<file path="src/rtl/gql_pkg.sv">
// Shared types and constants for the grid Q-learning update core.
// No dependencies; imported by gql_move, gql_update and the top level.
`default_nettype none

package gql_pkg;

    localparam int Q_W        = 32;     // Q value width, signed fixed point
    localparam int COEF_W     = 16;     // alpha / gamma width, unsigned Q0.16
    localparam int COORD_W    = 6;      // port width of a cell coordinate
    localparam int RND_BITS   = 16;     // fraction bits of alpha and gamma
    localparam int ROUND_HALF = 1 << (RND_BITS - 1);

    localparam logic [COEF_W-1:0]  LEARN_RATE_RST = 16'd6554;
    localparam logic [COEF_W-1:0]  DISCOUNT_RST   = 16'd62259;
    localparam logic [COORD_W-1:0] GOAL_RST       = 6'd0;

    typedef logic signed [7:0] t_reward;

    localparam t_reward REW_STEP  = -8'sd1;
    localparam t_reward REW_BLOCK = -8'sd50;
    localparam t_reward REW_GOAL  = 8'sd100;

    typedef enum logic [1:0] {
        ACT_RIGHT,
        ACT_LEFT,
        ACT_DOWN,
        ACT_UP
    } t_action;

    typedef enum logic [1:0] {
        REG_LEARN_RATE,
        REG_DISCOUNT,
        REG_GOAL_X,
        REG_GOAL_Y
    } t_reg_idx;

    typedef enum logic [3:0] {
        ST_CLEAR,
        ST_IDLE,
        ST_RD01,
        ST_RD23,
        ST_RDOLD,
        ST_GMUL,
        ST_DELTA,
        ST_AMUL,
        ST_DONE
    } t_state;

    // move decoder -> top
    typedef struct packed {
        logic    goal;
        t_reward reward;
    } t_move_flags;

    // sequencer -> update datapath
    typedef struct packed {
        logic load_old;
        logic load_gamma;
        logic load_delta;
        logic load_alpha;
    } t_upd_ctrl;

endpackage

`default_nettype wire

</file>
<file path="src/rtl/gql_update.sv">
// Q update datapath: gamma*maxQ, TD error, alpha*delta, saturating add;
// greedy mode passes the old Q. Four registers driven by t_upd_ctrl. Uses gql_pkg.
`default_nettype none

module gql_update import gql_pkg::*; #(
    parameter int Q_FRAC_BITS = 16
) (
    input  wire logic                   i_clk,
    input  wire t_upd_ctrl              i_ctrl,
    input  wire logic [COEF_W-1:0]      i_learn_rate,
    input  wire logic [COEF_W-1:0]      i_discount,
    input  wire t_reward                i_reward,
    input  wire logic                   i_greedy,
    input  wire logic signed [Q_W-1:0]  i_best_q,
    input  wire logic signed [Q_W-1:0]  i_old_q,
    output logic      signed [Q_W-1:0]  o_new_q
);

    localparam int GP_W = COEF_W + 1 + Q_W;     // gamma * maxQ
    localparam int DW   = Q_W + 3;              // TD error
    localparam int AP_W = COEF_W + 1 + DW;      // alpha * delta
    localparam int G_W  = GP_W + 1 - RND_BITS;
    localparam int ST_W = AP_W + 1 - RND_BITS;
    localparam int SW   = ST_W + 1;

    logic signed [Q_W-1:0]  r_old_q;
    logic signed [GP_W-1:0] r_gprod;
    logic signed [DW-1:0]   r_delta;
    logic signed [AP_W-1:0] r_aprod;

    logic signed [GP_W:0]   g_sum;
    logic signed [G_W-1:0]  g;
    logic signed [DW-1:0]   r_fix;
    logic signed [DW-1:0]   n_delta;
    logic signed [AP_W:0]   a_sum;
    logic signed [ST_W-1:0] step;
    logic signed [SW-1:0]   q_sum;
    logic signed [Q_W-1:0]  q_sat;

    // round half up, then floor shift
    assign g_sum   = (GP_W + 1)'(r_gprod) + (GP_W + 1)'(ROUND_HALF);
    assign g       = $signed(g_sum[GP_W:RND_BITS]);
    assign r_fix   = DW'(i_reward) <<< Q_FRAC_BITS;
    assign n_delta = r_fix + DW'(g) - DW'(r_old_q);

    assign a_sum = (AP_W + 1)'(r_aprod) + (AP_W + 1)'(ROUND_HALF);
    assign step  = $signed(a_sum[AP_W:RND_BITS]);
    assign q_sum = SW'(r_old_q) + SW'(step);

    always_comb begin
        if ((&q_sum[SW-1:Q_W-1]) || !(|q_sum[SW-1:Q_W-1])) begin
            q_sat = q_sum[Q_W-1:0];
        end else if (q_sum[SW-1]) begin
            q_sat = {1'b1, {(Q_W - 1){1'b0}}};
        end else begin
            q_sat = {1'b0, {(Q_W - 1){1'b1}}};
        end
    end

    assign o_new_q = i_greedy ? r_old_q : q_sat;

    always_ff @(posedge i_clk) begin
        if (i_ctrl.load_old) begin
            r_old_q <= i_old_q;
        end
        if (i_ctrl.load_gamma) begin
            r_gprod <= $signed({1'b0, i_discount}) * i_best_q;
        end
        if (i_ctrl.load_delta) begin
            r_delta <= n_delta;
        end
        if (i_ctrl.load_alpha) begin
            r_aprod <= $signed({1'b0, i_learn_rate}) * r_delta;
        end
    end

endmodule

`default_nettype wire

</file>
<file path="config.mk">
export PLATFORM = sky130hd
export DESIGN_NAME = gql_update
export DESIGN_NICKNAME = d
export VERILOG_FILES = /design/src/rtl/gql_pkg.sv /design/src/rtl/gql_update.sv
export SDC_FILE = /design/constraint.sdc
export NUM_CORES = 2
export LEC_CHECK = 0
export BUFFER_PORTS_ARGS = -buffer_cell sky130_fd_sc_hd__buf_2
export CORE_MARGIN = 1
export CORE_UTILIZATION = 60
export CTS_CLUSTER_SIZE = 24
export DETAILED_ROUTE_END_ITERATION = 8
export MAX_ROUTING_LAYER = met4
export PLACE_DENSITY = 0.88
export SKIP_CTS_REPAIR_TIMING = 1
export SLEW_MARGIN = 5
export SYNTH_ARGS = -nofsm -noshare
export SYNTH_HDL_FRONTEND = slang
export SYNTH_SLANG_ARGS = --single-unit
</file>
<file path="constraint.sdc">
create_clock -name i_clk -period 20.7 [get_ports i_clk]
set_input_delay 3.105 -clock i_clk [delete_from_list [all_inputs] [get_ports i_clk]]
set_output_delay 3.105 -clock i_clk [all_outputs]
set_load 0.005 [all_outputs]
</file>
## Word-level counts from Yosys, hierarchy flattened

Index checks and enable logic that the tools add are counted.

| storage, ports and cells | value |
|---|---|
| bits in registers | 168 |
| input bits | 110 |
| output and inout port bits | 32 |
| word-level logic and storage cells | 18 |

| cells by class | value |
|---|---|
| $add $sub $neg | 5 |
| multiply operators | 2 |
| mux-type cells | 3 |
| reductions and logical operators | 4 |

Operator list:

| operator | number |
|---|---|
| 2-to-1 mux 32 bit | 3 |
| adder 52 x 17 -> 53 bit, second input constant | 1 |
| multiplier 17 x 35 -> 52 bit | 1 |
| adder 49 x 17 -> 50 bit, second input constant | 1 |
| multiplier 17 x 32 -> 49 bit | 1 |
| adder 32 x 37 -> 38 bit | 1 |
| adder 24 x 34 -> 35 bit | 1 |
| subtractor 35 x 32 -> 35 bit | 1 |
| AND reduction 7 bit | 1 |
| OR reduction 7 bit | 1 |
| logical NOT 1 bit | 1 |
| logical OR 1 bit | 1 |

## Logic depth before layout (Yosys ltp)

| depth | value |
|---|---|
| word-level depth | 7 |
| mapped depth | 26 |

## Worst setup path before layout

Ideal clock, no wire load.

| timing path | value |
|---|---|
| kind | input-to-reg |
| from | in i_best_q[19] |
| to | reg r_gprod[48], data pin |
| library setup time | 260 ps |
| arrival time | 9,000 ps |
| required time | 20,440 ps |
| slack | 11,439 ps |
| stages on the path | 23 |
| cell sequence | clkbuf_1 nand2_1 fa_1 fa_1 fa_1 inv_1 fa_1 fa_1 inv_1 fa_1 inv_1 ha_1 a21o_1 a21o_1 a211oi_1 o21ai_1 a21o_1 a221o_1 a31oi_4 o211ai_4 a31o_1 a311oi_2 xnor2_1 |

| on the way | value |
|---|---|
| cells in the longest elaborated chain, start to end | 1 |

Ends and longest elaborated chain:

| what | RTL line | source |
|---|---|---|
| start, declared | gql_update.sv:14 | `input wire logic signed [Q_W-1:0] i_best_q,` |
| multiplier 17 x 32 -> 49 bit | gql_update.sv:67 | `r_gprod <= $signed({1'b0, i_discount}) * i_best_q;` |
| end signal, assigned | gql_update.sv:67 |  |
| end, declared | gql_update.sv:27 | `logic signed [GP_W-1:0] r_gprod;` |

No other way between the ends.
A chain may end at the register's enable or synchronous reset.

## Worst setup path in the final report

| timing path | value |
|---|---|
| from | in i_learn_rate[2] |
| to | reg r_aprod[46], data pin |

| on the way | value |
|---|---|
| cells in the longest elaborated chain, start to end | 1 |

Ends and longest elaborated chain:

| what | RTL line | source |
|---|---|---|
| start, declared | gql_update.sv:10 | `input wire logic [COEF_W-1:0] i_learn_rate,` |
| multiplier 17 x 35 -> 52 bit | gql_update.sv:73 | `r_aprod <= $signed({1'b0, i_learn_rate}) * r_delta;` |
| end signal, assigned | gql_update.sv:73 |  |
| end, declared | gql_update.sv:29 | `logic signed [AP_W-1:0] r_aprod;` |

No other way between the ends.

==> results_dict.tcl <==
set metrics [dict create \
    cts_buffer_depth 2 \
    layout_commonest_cell "inv_1" \
    worstMarginPinSlew_ns 1.06 \
    r2r_slack_ns 13.04 \
    yosysTopAreaCellShare 0.455 \
    ys_seq_elements 138 \
    cp_num_buf_inv 4 \
    synth_area_leaders "fa_1 46%, inv_1 10%, edfxtp_1 9.1%" \
    gp_congestion 0.938 \
    min-delay-path-class "flip-flop to flip-flop" \
    maxCapViolCount 0 \
    rows 100 \
    path_clk_slew_ns 0.07 \
    dieArea_um2 77100 \
    vias 34000 \
    netlist_area_um2 45600 \
    cp_cell_sequence "buf_2, nand2_1, fa_1, fa_1, fa_1, inv_1, fa_1, fa_1, inv_1, fa_1, inv_1, ha_1, nand4_1, nor3_1, a221oi_1, nand3_1, o21ai_1, o21ai_0, nand2_1, a31oi_1, a21o_1, a221oi_1, xnor2_1" \
    critPathCaptureType "flip-flop" \
    reg2reg_to "r_aprod[46]$_DFFE_PP_" \
    port_buffers 141 \
    cp.depth 23 \
    hold_viol_final 0 \
    critPathLaunchType "input port" \
    yosys_warnings 0 \
    cts_tree "done" \
    grt_setup_unrepaired "no" \
    hp-start "r_old_q[0]$_DFFE_PP_" \
    clock-root-buffer "clkbuf_16" \
    die_x_um 278 \
    grt_pass1_vias 37900 \
    min_path_cells 2 \
    cp_common_cell "fa_1" \
    io_pins 142 \
    cts_max_level 4 \
    die_h_um 278 \
    cp_slowest_cell "o21ai_1" \
    multiInputGateArea_um2 36000 \
    drc_errors 0 \
    timing.final.crit_period_ns 10.11 \
    synth_cells 4943 \
    finalMaxSlewViolations 0 \
    finalSetupTns_ns 0 \
    grt-ovfl-total 0 \
    cp.required_ns 20.88 \
    synth_cell_types 70 \
    clock_latency_ns 0.45 \
    hold_slack_ns 0.836 \
    grt_pass1_wl_um 190000 \
    timing.rr.start "r_delta[11]$_DFFE_PP_" \
    timing.critical_path.to "r_aprod[46]$_DFFE_PP_" \
    grt_use_total 0.323 \
    drive_gt1_frac 0.0394 \
    cp_max_fo 35 \
    grt_antenna_before_repair 3 \
    hpwl_um 91000 \
    first_iter_violations 2462 \
    coreArea_um2 74800 \
    area_delta_synth_final_pct 3.88 \
    fillers 5813 \
    ys.flop_type "edfxtp_1" \
    fin_crit_sh 0.488 \
    wl_um 115000 \
    seq_area_um2 4140 \
    slew_headroom 0.293 \
    drt_pass1_iterations 8 \
    synth.largest_area_cell "fa_1" \
    arrival_ns 10.29 \
    max_stage_delay_ns 0.70 \
    fmax_mhz 98.9 \
    synth_edf_count 138 \
    status "finished, final reports clean" \
    finalSetupViolations 0 \
    clock_skew_ns 0.0125 \
    ys_seq_area_frac 0.0909 \
    start_util 0.609 \
    syn_avg_cell_area_um2 9.22 \
    cts.sinks 138 \
    critical_path.startpoint "i_learn_rate[2]" \
    cts_buffers 17 \
    r2r_cells 22 \
    vias_per_cell 5.76 \
    synthArstFlopShare 0 \
    routedWlPerCell_um 19.6 \
    grt_max_degree 38 \
    crit_family "adder cells" \
    nNetsFinal 6387 \
    ant_nets 0 \
    crit_type "input port to flip-flop" \
    final_cell_mix "1243 x inv_1, 1036 x fa_1, 750 x nand2_1" \
    synthesis.nets 6413 \
]
==> layout make-up <==
type | count | area share
clock inverter | 13 | 0.00307
tap | 969 | 0.0256
inverter | 1244 | 0.0986
antenna | 3 | 0.000159
timing repair buffer | 141 | 0.0149
clock buffer | 18 | 0.00907
sequential | 138 | 0.0875
multi-input combinational | 3375 | 0.761
==> through the flow <==
stage                     utilization  instances  cell area (um^2)  setup slack, ns
final                           0.633       5901             47300            10.59
after global routing            0.633       5901             47300            10.46
after CTS                       0.633       5898             47300            10.80
after detailed placement        0.625       5867             46800            10.33
after global placement          0.625       5867             46800            10.49
after floorplan                     -       4943             45600            11.44
==> cells by family (layout without fill, tap and decap cells) <==
| family | after synthesis | after routing | synth area share |
|---|---|---|---|
| AND/OR/NAND/NOR | 1431 | 1431 | 0.148 |
| buffers and inverters | 1430 | 1416 | 0.119 |
| adder cells (fa/ha/maj) | 1360 | 1360 | 0.544 |
| AO/OA/AOI/OAI | 377 | 377 | 0.0585 |
| XOR/XNOR | 207 | 207 | 0.0399 |
| flip-flops | 138 | 138 | 0.0909 |
| other | 0 | 3 | 0 |
==> synthesized netlist by cell type, types with 5 or more instances <==
library cell and n:
and3_1 22, nand4_1 27, a211oi_1 12, nor3_1 29
a21o_1 61, fa_1 1036, o21ai_0 49, nand2b_1 7
a41oi_1 5, xor2_1 70, inv_1 1243, nor2b_1 17
ha_1 324, a21oi_1 105, nor2_1 103, and2_1 402
o21a_1 16, clkbuf_1 180, o21bai_1 18, or2_2 5
a31oi_1 8, edfxtp_1 138, nand2_1 750, xnor2_1 136
o21ai_1 9, nand3_1 52, a221o_1 37, a211o_1 5
==> flip-flops by register name (all words and copies together), names as in the netlist <==
signal / count
r_aprod: 37
r_old_q: 32
r_delta: 35
r_gprod: 34
==> per-layer routing <==
layer  up-vias  GRT usage  routed length (um)
met4         0      0.156                6260
met2      1821      0.545               57600
met1     17100      0.369               41100
met5         -          -                   0
met3       501     0.0654               10400
li1      14600          -                   -
==> worst register-to-register path, delay by kind of cell, from the launching register on <==
family	cells	cell delay, ns
fa+ha+maj	7	3.37
compound gates	6	2.15
flops	1	0.92
simple gates	5	0.71
buf+inv	3	0.14
xor+xnor	1	0.12
==> how the worst min path moves through the flow <==
stage | end | slack, ns
floorplan | r_delta[0]$_DFFE_PP_ | 0.68
global route | r_delta[0]$_DFFE_PP_ | 0.83
CTS | r_delta[0]$_DFFE_PP_ | 0.82
finish | r_delta[0]$_DFFE_PP_ | 0.84
detailed placement | r_delta[0]$_DFFE_PP_ | 0.82
global placement | r_delta[0]$_DFFE_PP_ | 0.81
Power is not shown: default switching activity piles up to over one toggle a cycle in this logic, so the estimate is an artifact.
