File: config.mk
export PLATFORM = sky130hd
export DESIGN_NAME = gql_move
export DESIGN_NICKNAME = d
export VERILOG_FILES = /design/src/rtl/gql_pkg.sv /design/src/rtl/gql_move.sv
export SDC_FILE = /design/constraint.sdc
export NUM_CORES = 1
export LEC_CHECK = 0
export BUFFER_PORTS_ARGS = -buffer_cell sky130_fd_sc_hd__buf_2
export CAP_MARGIN = 30
export CORE_MARGIN = 2
export CORE_UTILIZATION = 50
export DETAILED_ROUTE_END_ITERATION = 12
export PLACE_DENSITY = 0.86
export SYNTH_ARGS = -nofsm -noshare
export SYNTH_HDL_FRONTEND = slang
export SYNTH_SLANG_ARGS = --single-unit
File: constraint.sdc
create_clock -name vclk -period 3.3
set_input_delay 0.33 -clock vclk [all_inputs]
set_output_delay 0.33 -clock vclk [all_outputs]
set_load 0.02 [all_outputs]
File: src/rtl/gql_pkg.sv
// Shared types and constants for the grid Q-learning update core.
// No dependencies; imported by gql_move, gql_update and the top level.
`default_nettype none

package gql_pkg;

    localparam int Q_W        = 32;     // Q value width, signed fixed point
    localparam int COEF_W     = 16;     // alpha / gamma width, unsigned Q0.16
    localparam int COORD_W    = 6;      // port width of a cell coordinate
    localparam int RND_BITS   = 16;     // fraction bits of alpha and gamma
    localparam int ROUND_HALF = 1 << (RND_BITS - 1);

    localparam logic [COEF_W-1:0]  LEARN_RATE_RST = 16'd6554;
    localparam logic [COEF_W-1:0]  DISCOUNT_RST   = 16'd62259;
    localparam logic [COORD_W-1:0] GOAL_RST       = 6'd0;

    typedef logic signed [7:0] t_reward;

    localparam t_reward REW_STEP  = -8'sd1;
    localparam t_reward REW_BLOCK = -8'sd50;
    localparam t_reward REW_GOAL  = 8'sd100;

    typedef enum logic [1:0] {
        ACT_RIGHT,
        ACT_LEFT,
        ACT_DOWN,
        ACT_UP
    } t_action;

    typedef enum logic [1:0] {
        REG_LEARN_RATE,
        REG_DISCOUNT,
        REG_GOAL_X,
        REG_GOAL_Y
    } t_reg_idx;

    typedef enum logic [3:0] {
        ST_CLEAR,
        ST_IDLE,
        ST_RD01,
        ST_RD23,
        ST_RDOLD,
        ST_GMUL,
        ST_DELTA,
        ST_AMUL,
        ST_DONE
    } t_state;

    // move decoder -> top
    typedef struct packed {
        logic    goal;
        t_reward reward;
    } t_move_flags;

    // sequencer -> update datapath
    typedef struct packed {
        logic load_old;
        logic load_gamma;
        logic load_delta;
        logic load_alpha;
    } t_upd_ctrl;

endpackage

`default_nettype wire

File: src/rtl/gql_move.sv
// Move decoder: clamps the position, applies the action, picks the reward,
// flags the goal and forms the table cell indexes. Uses gql_pkg.
`default_nettype none

module gql_move import gql_pkg::*; #(
    parameter int GRID_W = 64,
    parameter int GRID_H = 64,
    parameter int CX_W   = 6,
    parameter int CY_W   = 6,
    parameter int CELL_W = 12
) (
    input  wire logic [COORD_W-1:0] i_pos_x,
    input  wire logic [COORD_W-1:0] i_pos_y,
    input  wire logic [1:0]         i_action,
    input  wire logic               i_target_blocked,
    input  wire logic [COORD_W-1:0] i_goal_x,
    input  wire logic [COORD_W-1:0] i_goal_y,
    output logic      [CX_W-1:0]    o_nx,
    output logic      [CY_W-1:0]    o_ny,
    output logic      [CELL_W-1:0]  o_cell_cur,
    output logic      [CELL_W-1:0]  o_cell_next,
    output t_move_flags             o_flags
);

    logic [CX_W-1:0] x_c;
    logic [CY_W-1:0] y_c;
    logic [CX_W-1:0] nx;
    logic [CY_W-1:0] ny;
    logic            blocked;

    // out-of-grid positions clamp to the last column / row
    assign x_c = (int'(i_pos_x) >= GRID_W) ? CX_W'(GRID_W - 1) : CX_W'(i_pos_x);
    assign y_c = (int'(i_pos_y) >= GRID_H) ? CY_W'(GRID_H - 1) : CY_W'(i_pos_y);

    always_comb begin
        nx      = x_c;
        ny      = y_c;
        blocked = i_target_blocked;
        unique case (t_action'(i_action))
            ACT_RIGHT: begin
                if (x_c == CX_W'(GRID_W - 1)) blocked = 1'b1;
                else nx = x_c + CX_W'(1);
            end
            ACT_LEFT: begin
                if (x_c == '0) blocked = 1'b1;
                else nx = x_c - CX_W'(1);
            end
            ACT_DOWN: begin
                if (y_c == CY_W'(GRID_H - 1)) blocked = 1'b1;
                else ny = y_c + CY_W'(1);
            end
            ACT_UP: begin
                if (y_c == '0) blocked = 1'b1;
                else ny = y_c - CY_W'(1);
            end
        endcase
        if (blocked) begin
            nx = x_c;
            ny = y_c;
        end
    end

    always_comb begin
        o_flags.goal = (nx == CX_W'(i_goal_x)) && (ny == CY_W'(i_goal_y));
        if (o_flags.goal)  o_flags.reward = REW_GOAL;
        else if (blocked)  o_flags.reward = REW_BLOCK;
        else               o_flags.reward = REW_STEP;
    end

    assign o_nx        = nx;
    assign o_ny        = ny;
    assign o_cell_cur  = CELL_W'(y_c) * CELL_W'(GRID_W) + CELL_W'(x_c);
    assign o_cell_next = CELL_W'(ny) * CELL_W'(GRID_W) + CELL_W'(nx);

endmodule

`default_nettype wire

* Word-level counts from Yosys, hierarchy flattened
Index checks and enable logic that the tools add are counted.
Widths: inputs -> output; s select.
** Cells by class
- Shift-type cells :: 0
- Multiplexer cells :: 15
- Bitwise logic cells :: 0
- Multipliers :: 0
- $lt $le $gt $ge :: 0
- Divide/modulo/power cells :: 0
- Equal/unequal tests :: 7
- Reduce and logical (&&, ||, !) cells :: 4
- $add $sub $neg :: 6
** Operators with widths (count)
- $mux 6 :: 7
- $add 12x6->12 :: 2
- $pmux 6 s2 :: 2
- $add 6x1->6 const B :: 2
- $eq 6x6->1 :: 2
- $eq 6x6->1 const B :: 2
- $logic_not 6->1 :: 2
- $sub 6x1->6 const B :: 2
- $mux 8 :: 1
- $eq 2x2->1 const B :: 2
- $mux 1 :: 4
- $pmux 1 s4 :: 1
- $eq 2x1->1 const B :: 1
- $logic_not 2->1 :: 1
- $logic_and 1x1->1 :: 1
** Storage, ports and cells
- Input bits :: 27
- Bits in latches :: 0
- Bits in writable memories :: 0
- Output and inout bits :: 45
- Flip-flop bits (word level) :: 0
- Memory bits (read-only) :: 0
- Memories kept :: 0
- Logic and storage cells :: 32

* Depth between registers and ports, before layout
Gate-level depths: netlist of run 1.
- Depth in word-level cells :: 7
- Mapped depth :: 13

* Worst setup path after synthesis of run 1
No wires, ideal clock.
- Path type :: input port to output port
- From :: in i_pos_x[0]
- To :: out o_flags[3] (netlist name)
- Buffers on the path :: 2
- Path slack :: -0.047 ns
- Stages on the path :: 12
- Data arrival time :: 3.017 ns
- Data required time :: 2.970 ns
- Cell sequence :: inv_1 > ha_1 > nor2b_1 > and3_1 > buf_2 > nor4_4 > o21ai_0 > nor4_1 > o2111ai_1 > nor4_2 > inv_1 > buf_4
** RTL lines
- from (decl) :: RTL line gql_move.sv:12 : input wire logic [COORD_W-1:0] i_pos_x,
- to (decl) :: RTL line gql_move.sv:22 : output t_move_flags o_flags

==> results of run 1 <==
worst min-delay path by stage:
| stage | from | end | slack [ns] | depth (start not counted) |
|---|---|---|---|---|
| detailed placement | i_pos_x[0] | o_cell_cur[0] | 0.95 | 2 |
| global placement | i_pos_x[0] | o_cell_cur[0] | 0.94 | 2 |
| finish | i_pos_x[0] | o_cell_cur[0] | 0.95 | 2 |
| floorplan | i_pos_x[0] | o_cell_cur[0] | 0.77 | 1 |
| global route | i_pos_x[0] | o_cell_cur[0] | 0.96 | 2 |
| CTS | i_pos_x[0] | o_cell_cur[0] | 0.95 | 2 |
placed cells by master (no fill, tap or decap), drive strengths merged, types with 7 or more instances in the layout:
cell type  synthesis  final
buf               42     76
nor2              18     18
o21ai             18     18
nand2             17     17
inv               13     13
a21oi             12     12
xnor2             10     10
nor3               8      8
nand3              7      7
xor2               7      7
o31ai              7      7
stage by stage:
step | total power (uW) | worst slack [ns] | area, sq um | utilization [%] | cells
floorplan | 220 | 0.133 | 1560 | - | 235
global placement | 268 | 0.248 | 1690 | 56.4 | 301
detailed placement | 272 | 0.156 | 1690 | 56.4 | 301
CTS | 273 | 0.158 | 1690 | 56.4 | 301
global route | 304 | 0.0152 | 1720 | 57.3 | 301
finish | 279 | 0.169 | 1720 | 57.3 | 301
repair_timing:
action                                  CTS  global route
endpoints found under the setup margin    0             7
setup buffers                             0             0
resized for setup                         0             6
hold buffers                              0             0
worst max-delay path, cell delays in order:
cell      delay, ns
buf_2          0.13
inv_1          0.12
ha_1           0.23
nor2b_1        0.14
and3_1         0.27
a211oi_1       0.35
xor2_1         0.10
o21ai_0        0.30
o221ai_1       0.23
nor4_4         0.29
nand2b_1       0.14
buf_2          0.15
synthesized netlist by cell type, types with 4 or more instances:
master and n:
nor2_1 17, ha_1 5, o31ai_1 5, xor2_1 7, nand2b_1 6, buf_2 8
nor2b_1 6, o22ai_1 6, nand2_1 17, nand3_1 7, buf_4 33, a21oi_1 12
nor3_1 7, mux2i_1 4, o21ai_0 18, xnor2_1 10, inv_1 13
final cells by class:
class | instances | area [sq um]
multi-input combinational | 179 | 1230
inverter | 13 | 48.8
fill | 298 | 1280
tap | 33 | 41.3
timing repair buffer | 76 | 399
metal layers:
layer	up-vias	global-route usage [%]
met1	792	31.6
li1	885	-
met2	76	35.6
met4	0	2.54
met3	5	0.655
met5	-	0
power by group through the flow:
stage / Clock (uW) / Combinational (uW) / Sequential (uW)
5_1_grt: 0 / 304 / 0
3_5_place_dp: 0 / 272 / 0
3_3_place_gp: 0 / 268 / 0
2_1_floorplan: 0 / 220 / 0
6_report: 0 / 279 / 0
4_1_cts: 0 / 273 / 0
logic make-up after synthesis:
kind of cell | synth area share [%]
muxes | 4.04
xor gates and xnor gates | 9.62
and+or+nand+nor | 31.7
buffers and inverters | 22.7
adders and majority gates | 4.04
other | 0.242
AOI/OAI and AO/OA | 27.6
==> tab_implementation.tex, run 1 <==
\begin{tabular}{lr}
\hline
Metric & Value \\
\hline
\multicolumn{2}{l}{\textbf{Critical path}} \\
\quad Setup crit end kind & output pin \\
\quad Timing startpoint of the critical path & i\_pos\_x[0] \\
\quad Maximum fanout encountered on the critical timing path & 8 \\
\quad Critical path capture point & o\_flags[5] \\
\quad Arrival time of the worst setup path & 2.80 ns \\
\quad Type of the worst setup path & in -> out \\
\quad Kind of start point of the critical path & input port \\
\quad CP required & 2.97 ns \\
\multicolumn{2}{l}{\textbf{Drt}} \\
\quad Detailed Route Iter0 Violations & 93 \\
\quad Detailed-route DRC error count & 0 \\
\quad Antenna-violating nets left & 0 \\
\quad WL met1 & 1.86 mm \\
\quad Via count & 1,758 \\
\quad Routed wire length on met3 & 283 um \\
\quad Average wire length per cell after detail routing & 13.5 um \\
\quad DR pass1 iterations & 4 \\
\quad Routed wire length on met2 & 1.89 mm \\
\quad Total wire length & 4.07 mm \\
\quad Post-DR vias/cell & 5.84 \\
\quad Top routing layer in use & met4 \\
\multicolumn{2}{l}{\textbf{Logic synthesis}} \\
\quad Fraction of the yosys area taken by sequential cells & 0\% \\
\quad Library cell occupying the most area in the post-synthesis netlist & buf\_4 \\
\quad Syn Std Cell Area & 0.00155 sq mm \\
\quad Avg Inst Size Synth & 6.61 sq um \\
\quad Share of the synthesized area in the top cell type & 16.0\% \\
\quad Library cells used by synthesis & 56 \\
\quad Count of mapped cells out of synthesis & 234 \\
\quad Top area cells in the synthesized netlist & buf\_4 16\%, o21ai\_0 5.8\%, xnor2\_1 5.7\%, nand2\_1 4.1\%, nor2\_1 4.1\% \\
\quad Total of warnings raised by yosys & 0 \\
\multicolumn{2}{l}{\textbf{Global route}} \\
\quad Pin count of the biggest net entering global routing & 17 \\
\quad Wire length of the first global-routing pass & 6.22 mm \\
\quad Residual overflow from global routing & 0 \\
\quad Number of antenna violations at the first check in global routing & 0 \\
\quad Total routing resource utilization after global routing & 21.4\% \\
\quad Vias in the first global route & 1,409 \\
\multicolumn{2}{l}{\textbf{Min path}} \\
\quad HP Class & in -> out \\
\multicolumn{2}{l}{\textbf{Pwr}} \\
\quad Net switching power of the design & 178 uW \\
\quad Clock share of power & 0\% \\
\quad Switching power share of the total & 63.6\% \\
\quad Comb pwr share & 100.0\% \\
\quad Maximum vdd drop & 0.0830 mV \\
\quad LEAKAGE & 0.000770 uW \\
\quad Share of total power in sequential cells & 0\% \\
\quad Internal Dissipation & 102 uW \\
\quad Power density over the cells & 162 mW/mm\^{}2 \\
\multicolumn{2}{l}{\textbf{Floorplan}} \\
\quad Cell Rows & 20 \\
\quad Horiz. Die Dim & 59.6 um \\
\quad Vertical die dimension & 59.6 um \\
\quad Area of the die & 0.00356 sq mm \\
\quad Initial cell density of the core & 51.5\% \\
\quad I/O pin cnt & 72 \\
\quad Core region area & 0.00300 sq mm \\
\multicolumn{2}{l}{\textbf{Layout}} \\
\quad Final Net Count & 302 \\
\quad Number of clock-tree buffers in the layout & 0 \\
\quad Area growth, synth to finish & 11.1\% \\
\quad Antenna Diode Count & 0 \\
\quad Proportion of layout cells with a drive suffix above 1 & 34.0\% \\
\quad Layout sequential cell count & 0 \\
\quad Seq. cell area & 0 sq um \\
\multicolumn{2}{l}{\textbf{Place}} \\
\quad Routability congestion estimate & 0.892 \\
\quad Final HPWL DP & 3.31 mm \\
\quad Port Buf Inserts & 70 \\
\multicolumn{2}{l}{\textbf{STA}} \\
\quad Setup total negative slack & 0 ns \\
\quad Unrepaired setup endpoints after global routing & false \\
\quad Crit path time final & 3.13 ns \\
\quad Final-layout worst hold slack & 0.948 ns \\
\quad Hold Vio Cnt, Final & 0 \\
\quad Final-report max-slew violation count & 0 \\
\quad Setup-failing EPs final & 0 \\
\quad Peak Freq & 0.319 GHz \\
\quad Final clock period utilization by the worst path & 94.9\% \\
\multicolumn{2}{l}{\textbf{Status}} \\
\quad Run status & complete, no violations \\
\multicolumn{2}{l}{\textbf{Job}} \\
\quad Total of max-cap violations & 0 \\
\hline
\end{tabular}
Note: power is estimated with default switching activity, not from simulation.
==> inputs of run 2 (changes only) <==
--- a/config.mk
+++ b/config.mk
@@ -5,11 +5,13 @@
 export SDC_FILE = /design/constraint.sdc
 export NUM_CORES = 1
 export LEC_CHECK = 0
-export BUFFER_PORTS_ARGS = -buffer_cell sky130_fd_sc_hd__buf_2
 export CAP_MARGIN = 30
+export CELL_PAD_IN_SITES_DETAIL_PLACEMENT = 1
+export CELL_PAD_IN_SITES_GLOBAL_PLACEMENT = 1
 export CORE_MARGIN = 2
-export CORE_UTILIZATION = 50
+export CORE_UTILIZATION = 46
 export DETAILED_ROUTE_END_ITERATION = 12
+export DONT_BUFFER_PORTS = 1
 export PLACE_DENSITY = 0.86
 export SYNTH_ARGS = -nofsm -noshare
 export SYNTH_HDL_FRONTEND = slang
==> constraint.sdc (replaced) <==
create_clock -name vclk -period 3.3
set_input_delay 0.33 -clock vclk [all_inputs]
set_output_delay 0.33 -clock vclk [all_outputs]
set_load 0.05 [all_outputs]
==> tab_implementation.tex, run 2 (same netlist as run 1, synthesis figures left out) <==
\begin{tabular}{lr}
\hline
Metric & Value \\
\hline
\multicolumn{2}{l}{\textbf{Status}} \\
\quad Run status & complete, no violations \\
\multicolumn{2}{l}{\textbf{STA}} \\
\quad Unrepaired setup endpoints after global routing & false \\
\quad Setup total negative slack & 0 ns (unchanged) \\
\quad Setup slack after layout & 0.173 ns (+0.00368 ns) \\
\quad Setup-failing EPs final & 0 (unchanged) \\
\quad Peak Freq & 0.320 GHz (+0.12\%) \\
\quad Crit path time final & 3.13 ns (-0.00368 ns) \\
\quad Worst max-slew margin expressed relative to the limit & 65.5\% \\
\quad Hold Vio Cnt, Final & 0 (unchanged) \\
\quad Final-layout worst hold slack & 0.660 ns (-0.288 ns) \\
\quad Transition time at the pin with the least slew margin & 0.512 ns \\
\quad Final clock period utilization by the worst path & 94.8\% (-0.11 points) \\
\quad Final-report max-slew violation count & 0 (unchanged) \\
\multicolumn{2}{l}{\textbf{Floorplan}} \\
\quad Initial cell density of the core & 47.1\% (-4.4 points) \\
\quad Cell Rows & 21 (+5.0\%) \\
\quad Horiz. Die Dim & 62.0 um (+4.0\%) \\
\quad I/O pin cnt & 72 (unchanged) \\
\quad Core region area & 0.00328 sq mm (+9.4\%) \\
\quad Vertical die dimension & 62.0 um (+4.0\%) \\
\quad Area of the die & 0.00384 sq mm (+8.1\%) \\
\multicolumn{2}{l}{\textbf{Pwr}} \\
\quad Comb pwr share & 100.0\% (about the same) \\
\quad LEAKAGE & 0.000567 uW (-26\%) \\
\quad Internal Dissipation & 92.9 uW (-8.7\%) \\
\quad Share of total power in sequential cells & 0\% (unchanged) \\
\quad Switching power share of the total & 69.0\% (+5.4 points) \\
\quad Clock share of power & 0\% (unchanged) \\
\quad Net switching power of the design & 207 uW (+16\%) \\
\quad Maximum vdd drop & 0.0892 mV (+7.5\%) \\
\quad Power density over the cells & 190 mW/mm\^{}2 (+17\%) \\
\multicolumn{2}{l}{\textbf{Critical path}} \\
\quad CP required & 2.97 ns (about the same) \\
\quad Maximum fanout encountered on the critical timing path & 9 (+1) \\
\quad Arrival time of the worst setup path & 2.80 ns (about the same) \\
\quad CP dominant cell by count & nor4\_4 \\
\quad Type of the worst setup path & in -> out \\
\quad Cell type of the slowest stage on the worst timing path & nor4\_4 \\
\quad Setup crit end kind & output pin \\
\quad Cells traversed along the worst timing path & clkinvlp\_4 -> ha\_4 -> nor2b\_4 -> and3\_4 -> nor4\_4 -> buf\_4 -> nor2\_1 -> a21oi\_1 -> o2111ai\_2 -> nor4\_4 -> nand2b\_2 -> buf\_12 \\
\quad Largest stage delay on the critical path & 0.42 ns (+0.07 ns) \\
\quad Kind of start point of the critical path & input port \\
\multicolumn{2}{l}{\textbf{Drt}} \\
\quad Average wire length per cell after detail routing & 18.2 um (+34\%) \\
\quad Post-DR vias/cell & 6.27 (+7.4\%) \\
\quad Antenna-violating nets left & 0 (unchanged) \\
\quad DR pass1 iterations & 4 (unchanged) \\
\quad Total wire length & 4.59 mm (+13\%) \\
\quad Detailed-route DRC error count & 0 (unchanged) \\
\quad Via count & 1,587 (-9.7\%) \\
\quad Detailed Route Iter0 Violations & 41 (-56\%) \\
\multicolumn{2}{l}{\textbf{Layout}} \\
\quad Most frequent standard cell in the layout excluding fill and tap cells & nand2\_1 \\
\quad Total of fill cells in the finished design & 434 (+46\%) \\
\quad Layout sequential cell count & 0 (unchanged) \\
\quad Number of clock-tree buffers in the layout & 0 (unchanged) \\
\quad Antenna Diode Count & 0 (unchanged) \\
\quad Top library cells by usage in the layout, fill and taps aside & 17 x nand2\_1, 16 x o21ai\_0, 14 x nor2\_1 \\
\quad Final instance area & 0.00158 sq mm (-8.2\%) \\
\quad Seq. cell area & 0 sq um (unchanged) \\
\quad Share of the core filled with cells in the final layout & 48.1\% (-9.2 points) \\
\quad Final Net Count & 241 (-20\%) \\
\quad Area growth, synth to finish & 2.02\% \\
\quad Proportion of layout cells with a drive suffix above 1 & 21.7\% (-12 points) \\
\multicolumn{2}{l}{\textbf{Place}} \\
\quad DP Worst Slack & 0.160 ns (+0.00466 ns) \\
\quad Area after detailed placement & 0.00158 sq mm (-6.8\%) \\
\quad Routability congestion estimate & 0.956 (+7.2\%) \\
\quad Port Buf Inserts & 0 (-100\%) \\
\quad Final HPWL DP & 3.80 mm (+15\%) \\
\multicolumn{2}{l}{\textbf{Global route}} \\
\quad Met2 track utilization from global routing & 40.3\% (+4.7 points) \\
\quad Global-route layer with the greatest usage & met2 \\
\quad Grt met3 use & 2.90\% (+2.2 points) \\
\quad Met1 layer usage reported by global route & 33.7\% (+2.1 points) \\
\quad Total routing resource utilization after global routing & 23.7\% (+2.3 points) \\
\quad Pin count of the biggest net entering global routing & 23 (+6) \\
\quad Vias in the first global route & 1,490 (+5.7\%) \\
\quad Residual overflow from global routing & 0 (unchanged) \\
\quad Number of antenna violations at the first check in global routing & 0 (unchanged) \\
\quad Wire length of the first global-routing pass & 7.04 mm (+13\%) \\
\multicolumn{2}{l}{\textbf{Clock tree}} \\
\quad Number of gates given a new drive strength after cts & 0 (unchanged) \\
\quad Post-CTS Setup Inserts & 0 (unchanged) \\
\quad Total of hold buffers inserted after clock tree synthesis & 0 (unchanged) \\
\multicolumn{2}{l}{\textbf{Job}} \\
\quad Total of max-cap violations & 0 (unchanged) \\
\multicolumn{2}{l}{\textbf{Min path}} \\
\quad HP Class & in -> out \\
\hline
\end{tabular}
==> run 2: cell count changes in the layout (fill, tap and decap cells not counted), sizes merged <==
| cell | before | now |
|---|---|---|
| bufinv | 0 | 1 |
| inv | 13 | 11 |
| clkinvlp | 0 | 1 |
| buf | 76 | 15 |
==> run 2: power groups by stage <==
stage	registers (uW)	clock network, uW	logic [uW]
6_report	0	0	300
3_5_place_dp	0	0	300
5_1_grt	0	0	319
4_1_cts	0	0	301
2_1_floorplan	0	0	319
3_3_place_gp	0	0	293
==> run 2: metal layers <==
layer / routed length, um / vias up
met5: 0 / -
met4: 0 / 0
met3: 346 / 0
met2: 2240 / 52
met1: 2000 / 776
li1: - / 759
==> run 2: final cells by class <==
type	count	area (sq um)	area share, %
inverters	13	66.3	4.20
repair buffers	15	138	8.72
well taps	46	57.6	3.65
multi-input cells	179	1320	83.4
==> run 2: worst paths after layout <==
kind                       start             end  slack, ns  cells after the start
worst min-delay path  i_pos_y[5]  o_cell_cur[11]       0.66                      0
worst max-delay path  i_pos_x[0]      o_flags[5]       0.17                     12
==> run 2: stage by stage <==
stage,cells,power (uW)
3_5_place_dp,253,300
2_1_floorplan,235,319
4_1_cts,253,301
3_3_place_gp,253,293
5_1_grt,253,319
6_report,253,300
==> run 2: critical path: cells and delay by family <==
family          cells  cell delay (ns)
compound gates      2             0.40
simple gates        6             1.28
fa+ha+maj           1             0.21
buf+inv             3             0.54
==> inputs of run 3 (changes only) <==
--- a/config.mk
+++ b/config.mk
@@ -9,10 +9,10 @@
 export CELL_PAD_IN_SITES_DETAIL_PLACEMENT = 1
 export CELL_PAD_IN_SITES_GLOBAL_PLACEMENT = 1
 export CORE_MARGIN = 2
-export CORE_UTILIZATION = 46
+export CORE_UTILIZATION = 50
 export DETAILED_ROUTE_END_ITERATION = 12
 export DONT_BUFFER_PORTS = 1
-export PLACE_DENSITY = 0.86
+export PLACE_DENSITY = 0.92
 export SYNTH_ARGS = -nofsm -noshare
 export SYNTH_HDL_FRONTEND = slang
 export SYNTH_SLANG_ARGS = --single-unit
==> constraint.sdc (replaced) <==
create_clock -name vclk -period 3.74
set_input_delay 0.374 -clock vclk [all_inputs]
set_output_delay 0.374 -clock vclk [all_outputs]
set_load 0.05 [all_outputs]
==> tab_implementation.tex, run 3 (same netlist as run 1, synthesis figures left out) <==
\begin{tabular}{lr}
\hline
Metric & Value \\
\hline
\multicolumn{2}{l}{\textbf{Pwr}} \\
\quad LEAKAGE & 0.000576 uW (+1.6\%) \\
\quad Switching power share of the total & 69.4\% (+0.41 points) \\
\quad Clock share of power & 0\% (unchanged) \\
\quad Internal Dissipation & 80.7 uW (-13\%) \\
\quad Maximum vdd drop & 0.0679 mV (-24\%) \\
\quad Power density over the cells & 174 mW/mm\^{}2 (-8.2\%) \\
\quad Share of total power in sequential cells & 0\% (unchanged) \\
\quad Net switching power of the design & 183 uW (-11\%) \\
\quad Comb pwr share & 100.0\% (about the same) \\
\quad Total chip power & 264 uW (-12\%) \\
\multicolumn{2}{l}{\textbf{Drt}} \\
\quad Detailed-route DRC error count & 0 (unchanged) \\
\quad Total wire length & 4.73 mm (+3.0\%) \\
\quad Post-DR vias/cell & 6.75 (+7.6\%) \\
\quad Detailed Route Iter0 Violations & 62 (+51\%) \\
\quad Average wire length per cell after detail routing & 19.5 um (+7.2\%) \\
\quad Antenna-violating nets left & 0 (unchanged) \\
\quad Via count & 1,640 (+3.3\%) \\
\quad DR pass1 iterations & 4 (unchanged) \\
\multicolumn{2}{l}{\textbf{Layout}} \\
\quad Cell Count, Final, Fillers Out & 243 (-4.0\%) \\
\quad Final Net Count & 244 (+1.2\%) \\
\quad Proportion of layout cells with a drive suffix above 1 & 18.1\% (-3.6 points) \\
\quad Antenna Diode Count & 0 (unchanged) \\
\quad Layout sequential cell count & 0 (unchanged) \\
\quad Area growth, synth to finish & -2.02\% \\
\quad Top library cells by usage in the layout, fill and taps aside & 17 x nand2\_1, 17 x o21ai\_0, 16 x buf\_4 \\
\quad Seq. cell area & 0 sq um (unchanged) \\
\quad Number of clock-tree buffers in the layout & 0 (unchanged) \\
\multicolumn{2}{l}{\textbf{STA}} \\
\quad Final clock period utilization by the worst path & 89.7\% \\
\quad Unrepaired setup endpoints after global routing & false \\
\quad Crit path time final & 3.35 ns \\
\quad Hold Vio Cnt, Final & 0 (unchanged) \\
\quad Worst max-slew margin expressed relative to the limit & 66.3\% (+0.83 points) \\
\quad Transition time at the pin with the least slew margin & 0.500 ns (-0.0123 ns) \\
\quad Peak Freq & 0.298 GHz \\
\quad Setup-failing EPs final & 0 (unchanged) \\
\quad Setup slack after layout & 0.386 ns (+0.213 ns) \\
\quad Final-report max-slew violation count & 0 (unchanged) \\
\quad Setup total negative slack & 0 ns (unchanged) \\
\multicolumn{2}{l}{\textbf{Global route}} \\
\quad Total routing resource utilization after global routing & 27.1\% (+3.4 points) \\
\quad Vias in the first global route & 1,549 (+4.0\%) \\
\quad Wire length of the first global-routing pass & 7.62 mm (+8.2\%) \\
\quad Pin count of the biggest net entering global routing & 23 (unchanged) \\
\quad Residual overflow from global routing & 0 (unchanged) \\
\quad Number of antenna violations at the first check in global routing & 0 (unchanged) \\
\multicolumn{2}{l}{\textbf{Critical path}} \\
\quad Kind of start point of the critical path & input port \\
\quad Delay-heaviest family, CP & simple AND/OR/NAND/NOR gates \\
\quad Cells traversed along the worst timing path & inv\_1 -> ha\_1 -> nor2b\_1 -> and3\_1 -> a211oi\_1 -> xor2\_1 -> o21ai\_0 -> o221ai\_1 -> nor4\_4 -> inv\_1 -> buf\_4 \\
\quad CP required & 3.37 ns (+0.40 ns) \\
\quad Cell type of the slowest stage on the worst timing path & and3\_1 \\
\quad Setup crit end kind & output pin \\
\quad Maximum fanout encountered on the critical timing path & 8 (-1) \\
\quad Type of the worst setup path & in -> out \\
\quad Buffering stage count on the worst path with inverters included & 3 (unchanged) \\
\quad CP dominant cell by count & inv\_1 \\
\quad Arrival time of the worst setup path & 2.98 ns (+0.18 ns) \\
\quad Largest stage delay on the critical path & 0.48 ns (+0.06 ns) \\
\multicolumn{2}{l}{\textbf{Floorplan}} \\
\quad Initial cell density of the core & 51.5\% (+4.4 points) \\
\quad I/O pin cnt & 72 (unchanged) \\
\quad Area of the die & 0.00356 sq mm (-7.5\%) \\
\quad Horiz. Die Dim & 59.6 um (-3.8\%) \\
\quad Cell Rows & 20 (-4.8\%) \\
\quad Core region area & 0.00300 sq mm (-8.6\%) \\
\quad Vertical die dimension & 59.6 um (-3.8\%) \\
\multicolumn{2}{l}{\textbf{Place}} \\
\quad DP Worst Slack & 0.424 ns (+0.263 ns) \\
\quad Port Buf Inserts & 0 (unchanged) \\
\quad Final HPWL DP & 3.95 mm (+3.8\%) \\
\quad Placed cell count & 243 (-4.0\%) \\
\quad Routability congestion estimate & 0.871 (-8.9\%) \\
\multicolumn{2}{l}{\textbf{Status}} \\
\quad Run status & complete, no violations \\
\multicolumn{2}{l}{\textbf{Min path}} \\
\quad HP Class & in -> out \\
\multicolumn{2}{l}{\textbf{Clock tree}} \\
\quad Number of gates given a new drive strength after cts & 0 (unchanged) \\
\quad Post-CTS Setup Inserts & 0 (unchanged) \\
\quad Total of hold buffers inserted after clock tree synthesis & 0 (unchanged) \\
\multicolumn{2}{l}{\textbf{Job}} \\
\quad Total of max-cap violations & 0 (unchanged) \\
\hline
\end{tabular}
-- run 3: cell types whose count changed in the layout (fill, tap and decap cells not counted), moves of 2 or more --
cell	previous run	this run
buf_4	13	16
ha_1	3	5
inv_1	11	13
nor2_4	2	0
nor2b_1	4	6
-- run 3: stage by stage --
step | instance area (sq um) | utilization [%] | hold WS, ns
3_3_place_gp | 1520 | 50.5 | 0.748
3_5_place_dp | 1520 | 50.5 | 0.748
6_report | 1520 | 50.5 | 0.748
5_1_grt | 1520 | 50.5 | 0.748
4_1_cts | 1520 | 50.5 | 0.748
2_1_floorplan | 1560 | - | 0.915
-- run 3: area by class of cell --
cell class / count / area, sq um
fillers: 406 / 1490
inverters: 13 / 48.8
multi-input cells: 179 / 1270
well taps: 33 / 41.3
repair buffers: 18 / 160
-- run 3: final timing paths --
kind,startpoint,endpoint,cells after the start
setup / recovery,i_pos_x[0],o_flags[1],11
hold / removal,i_pos_y[5],o_cell_cur[11],0
-- run 3: routing by layer --
layer  GRT usage, %  share of wire, %
met1           39.6                45
met2           43.6                46
met3           3.49               8.3
met4           3.17              0.87
met5              0                 0
-- run 3: power groups by stage --
stage	combinational, uW	clock [uW]	sequential [uW]
global route	280	0	0
global placement	255	0	0
floorplan	274	0	0
CTS	264	0	0
finish	264	0	0
detailed placement	263	0	0
